[src/hdl/cptri_pkg.sv]
`timescale 1ns / 1ps
// ----------------------------------------------------------------------------
// cptri_pkg
// Shared types and constants for the closest-point-on-triangle pipeline.
// ----------------------------------------------------------------------------
package cptri_pkg;

  localparam int CoordWidth = 32;
  localparam int MulChunk   = 32;
  localparam int MulLat     = 4;

  typedef logic signed [CoordWidth-1:0] coord_t;

  typedef enum logic [2:0] {
    RegionVtxA     = 3'd0,
    RegionVtxB     = 3'd1,
    RegionEdgeAb   = 3'd2,
    RegionVtxC     = 3'd3,
    RegionEdgeAc   = 3'd4,
    RegionEdgeBc   = 3'd5,
    RegionInterior = 3'd6
  } region_e;

  typedef struct packed {
    coord_t query_x;
    coord_t query_y;
    coord_t query_z;
    coord_t corner_a_x;
    coord_t corner_a_y;
    coord_t corner_a_z;
    coord_t corner_b_x;
    coord_t corner_b_y;
    coord_t corner_b_z;
    coord_t corner_c_x;
    coord_t corner_c_y;
    coord_t corner_c_z;
  } in_t;

  typedef struct packed {
    coord_t  nearest_x;
    coord_t  nearest_y;
    coord_t  nearest_z;
    region_e region;
    logic    degenerate;
  } out_t;

endpackage

[src/hdl/cptri_mul.sv]
`timescale 1ns / 1ps
// ----------------------------------------------------------------------------
// cptri_mul
// Signed multiplier, four stages: magnitude, chunk products, sum, sign.
// ----------------------------------------------------------------------------
module cptri_mul #(
  parameter int AW = 33,
  parameter int BW = 33
) (
  input  logic                    clk_i,
  input  logic                    en_i,
  input  logic signed [AW-1:0]    a_i,
  input  logic signed [BW-1:0]    b_i,
  output logic signed [AW+BW-1:0] p_o
);
  import cptri_pkg::*;

  localparam int NA   = (AW + MulChunk - 1) / MulChunk;
  localparam int NB   = (BW + MulChunk - 1) / MulChunk;
  localparam int AU   = NA * MulChunk;
  localparam int BU   = NB * MulChunk;
  localparam int SUMW = AU + BU;
  localparam int PW   = AW + BW;

  logic [AW-1:0]           abs_a;
  logic [BW-1:0]           abs_b;
  logic [AU-1:0]           ma_q;
  logic [BU-1:0]           mb_q;
  logic [2:0]              neg_q;
  logic [2*MulChunk-1:0]   pp_q [NA][NB];
  logic [SUMW-1:0]         sum_d, sum_q;
  logic [PW-1:0]           mag;
  logic signed [PW-1:0]    p_d, p_q;

  always_comb begin
    abs_a = a_i[AW-1] ? (~a_i + 1'b1) : a_i;
    abs_b = b_i[BW-1] ? (~b_i + 1'b1) : b_i;
  end

  always_comb begin
    sum_d = '0;
    for (int i = 0; i < NA; i++) begin
      for (int j = 0; j < NB; j++) begin
        sum_d = sum_d + (SUMW'(pp_q[i][j]) << (MulChunk * (i + j)));
      end
    end
  end

  always_comb begin
    mag = sum_q[PW-1:0];
    p_d = neg_q[2] ? (~mag + 1'b1) : mag;
  end

  always_ff @(posedge clk_i) begin
    if (en_i) begin
      ma_q     <= AU'(abs_a);
      mb_q     <= BU'(abs_b);
      neg_q[0] <= a_i[AW-1] ^ b_i[BW-1];
      neg_q[1] <= neg_q[0];
      neg_q[2] <= neg_q[1];
      for (int i = 0; i < NA; i++) begin
        for (int j = 0; j < NB; j++) begin
          pp_q[i][j] <= ma_q[i*MulChunk +: MulChunk] * mb_q[j*MulChunk +: MulChunk];
        end
      end
      sum_q <= sum_d;
      p_q   <= p_d;
    end
  end

  assign p_o = p_q;

endmodule

[config.mk]
export PLATFORM = sky130hd
export DESIGN_NAME = cptri_mul
export DESIGN_NICKNAME = d
export VERILOG_FILES = /design/src/hdl/cptri_pkg.sv /design/src/hdl/cptri_mul.sv
export SDC_FILE = /design/constraint.sdc
export NUM_CORES = 2
export LEC_CHECK = 0
export BUFFER_PORTS_ARGS = -buffer_cell sky130_fd_sc_hd__clkbuf_2
export CAP_MARGIN = 0
export CORE_ASPECT_RATIO = 0.6
export CORE_MARGIN = 5
export CORE_UTILIZATION = 67
export CTS_BUF_LIST = sky130_fd_sc_hd__clkbuf_2 sky130_fd_sc_hd__clkbuf_4 sky130_fd_sc_hd__clkbuf_8
export CTS_CLUSTER_SIZE = 30
export DETAILED_ROUTE_END_ITERATION = 10
export PLACE_DENSITY = 0.85
export SYNTH_ARGS = -nofsm -noshare
export SYNTH_HDL_FRONTEND = slang
export SYNTH_SLANG_ARGS = --single-unit
[constraint.sdc]
create_clock -name clk_i -period 10.85 [get_ports clk_i]
set_input_delay 1.6275 -clock clk_i [delete_from_list [all_inputs] [get_ports clk_i]]
set_output_delay 1.6275 -clock clk_i [all_outputs]
set_load 0.01 [all_outputs]
==> impl_metrics.py <==
metrics = {
    "placed_design": {
        "port_buffers": 133,
        "dp_slack_ns": 1.511,
        "place_hpwl_um": 102700,
        "place_area_mm2": 0.05001,
        "place_congestion": 1.023,
    },
    "routing": {
        "routed-via-count": 34320,
        "first_iter_violations": 3658,
        "wl_um": 129300,
        "firstDrtPassIters": 6,
        "ant_nets": 0,
        "routedWlPerCell_um": 22.48,
        "viasPerCell": 5.969,
        "drc_errors": 0,
    },
    "sta": {
        "final.setup.worst_slack_ns": 1.110,
        "fin_hold_ws_ns": 0.4076,
        "hold_viol": 0,
        "fin_crit_ns": 9.740,
        "skew_ns": 0.06511,
        "finalCritPeriodShare_pct": 89.77,
        "max_freq_ghz": 0.1027,
        "finalSetupViolations": 0,
        "drv_slew": 0,
        "slew_headroom_pct": 4.131,
        "worst_pin_slew_ns": 1.402,
        "rsz0062_at_grt": "no",
        "tns_ns": 0,
    },
    "global_routing": {
        "overflow": 0,
        "grt_start_max_net_pins": 185,
        "grt_pass1_vias": 36450,
        "antenna_found_initial": 3,
        "grt_usage_pct": 34.39,
        "grt_pass1_wl_um": 205100,
    },
    "job": {
        "cap_violations": 0,
    },
    "clocking": {
        "htree_levels": 2,
        "cts_hold_buf": 0,
        "cts.reportedPaths.clkPinSlew_ns": 0.08,
        "clock-sinks": 330,
        "cts_resized": 0,
        "clock-root-buffer": "clkbuf_8",
        "cts_made_buffers": 43,
        "post-cts-setup-buffer-count": 0,
        "clk_latency_ns": 0.66,
        "ctsLongestPathBuffers": 3,
        "cts_tree": "yes",
    },
    "worst_setup_path": {
        "worstPathArrival_ns": 10.11,
        "cp-start-kind": "register",
        "worstPathCellList": "and2_1, fa_1, inv_1, fa_1, fa_1, fa_1, inv_1, fa_1, inv_1, fa_1, inv_1, fa_1, fa_1, ha_1, nand4_1, or3_1, o221a_2, o31ai_1, a41o_1, a31oi_1, or3_1, o311ai_0, xor2_1",
        "critPathMaxStageDelay_ns": 1.13,
        "worst-path-buf-inv": 4,
        "cp_max_fo": 33,
        "worst_setup_path_end_kind": "register",
        "critPathRequiredTime_ns": 11.22,
        "critical_path.top_delay_family": "adder cells",
        "cpMostUsedCell": "fa_1",
        "critPathKind": "register to register",
        "cpMaxStageDelayCell": "edfxtp_1",
    },
    "synthesis": {
        "yosys-top-cells-area": "fa_1 38%, edfxtp_1 20%, and2_1 8.5%",
        "synth_top_family_by_area": "adder cells",
        "yosysWarnings": 0,
        "synth_fa_ha_area_share_pct": 46.16,
        "synthXorXnorAreaFrac_pct": 3.875,
        "async_flop_share_pct": 0,
        "ys_types": 57,
        "synth_nets": 6016,
        "ys.flop_type": "edfxtp_1",
        "avgSynthCellArea_um2": 10.24,
        "syn-cell-area_mm2": 0.04837,
        "yosys.area.top_type_share_pct": 38.45,
        "synth_top_area_cell": "fa_1",
        "synth_seq_cells": 330,
        "synthMuxAreaShare_pct": 0,
        "synth_compound_area_share_pct": 5.440,
        "yosysSeqAreaShare_pct": 20.49,
        "syn_inst": 4721,
        "synth_simple_gate_area_share_pct": 15.28,
        "synth_edf_count": 330,
    },
    "floorplan": {
        "fp-row-count": 76,
        "num_io_pins": 134,
        "die_h_um": 218.1,
        "die_x_um": 356.9,
        "die_area_mm2": 0.07784,
        "core_mm2": 0.07160,
        "start_util_pct": 67.55,
    },
    "cells_and_area": {
        "final_cell_area_mm2": 0.05087,
        "layout-drive-gt1-share_pct": 6.390,
        "finalNetCount": 6036,
        "syn_to_final_growth_pct": 5.184,
    },
    "hold_path": {
        "min_path_type": "register to register",
    },
    "run_status": {
        "status": "finished clean",
    },
}
## per-layer routing
| layer | vias up | routed length [um] | global-route usage [%] |
|---|---|---|---|
| met5 | - | 0 | 0 |
| met4 | 0 | 4879 | 10.67 |
| met3 | 291 | 20140 | 13.16 |
| met2 | 2235 | 54570 | 49.85 |
| met1 | 17220 | 49670 | 48.62 |
| li1 | 14570 | - | - |
## layout make-up
class / instances / area [um^2]
sequential: 330 / 9910
multi-input combinational: 3263 / 34220
fill: 5011 / 20730
clock inverter: 20 / 157.7
timing repair buffer: 222 / 1356
tap: 975 / 1220
inverter: 881 / 3307
antenna: 2 / 5.005
clock buffer: 57 / 696.9
## cell usage after synthesis, types with 3 or more instances
library cell and n:
and4_1 4, a21oi_1 96, a31oi_1 13, nand2_1 542
o31ai_1 37, nor2b_1 8, o311ai_0 4, a211oi_1 12
nand4_1 17, a221oi_1 6, o21a_1 10, clkbuf_1 243
inv_1 881, fa_1 929, edfxtp_1 330, a211o_1 3
or4_1 18, nor3_1 13, o211ai_1 6, ha_1 298
o21ai_0 96, a21o_1 54, xor2_1 38, nand3_1 25
buf_1 3, or3_1 28, nor2_1 54, nand2b_1 12
and3_1 13, xnor2_1 176, nor4_1 8, or2_2 10
o21bai_1 19, and2_1 660, o41ai_1 26
## cell families (layout without fill, tap and decap cells)
group / count (synthesis) / in the layout
other: 0 / 2
adder cells (fa/ha/maj): 1227 / 1227
XOR/XNOR: 214 / 214
AO/OA/AOI/OAI: 403 / 403
AND/OR/NAND/NOR: 1419 / 1419
flip-flops: 330 / 330
buffers and inverters: 1128 / 1180
## through the flow
stage          instances  util, %
2_1_floorplan       4721        -
6_report            5750    71.05
3_3_place_gp        5671    69.85
4_1_cts             5748    71.04
3_5_place_dp        5671    69.85
5_1_grt             5749    71.04
## registers in the layout, indices dropped and copies added, names as in the netlist
name   flops
ma_q      33
p_o       66
pp_q     129
sum_q     66
neg_q      3
mb_q      33
## final timing paths
kind                    start           to  slack, ns  cells after the start
hold / removal    pp_q[0][63]    sum_q[30]       0.41                      0
hold reg to reg   pp_q[0][63]    sum_q[30]       0.41                      0
setup / recovery      mb_q[3]  pp_q[0][93]       1.11                     23
setup reg to reg      mb_q[3]  pp_q[0][93]       1.11                     23
## cells in the final DEF, fill, tap and decap left out, drive strengths merged, types with 38 or more instances in the layout
cell,count
fa,929
inv,882
and2,660
nand2,542
edfxtp,330
ha,298
clkbuf,189
xnor2,176
a21oi,96
o21ai,96
buf,90
nor2,54
a21o,54
xor2,38
Power is left out: the tool's default activity adds up to more than one toggle a clock period on the data nets, which glitch-free logic cannot reach.
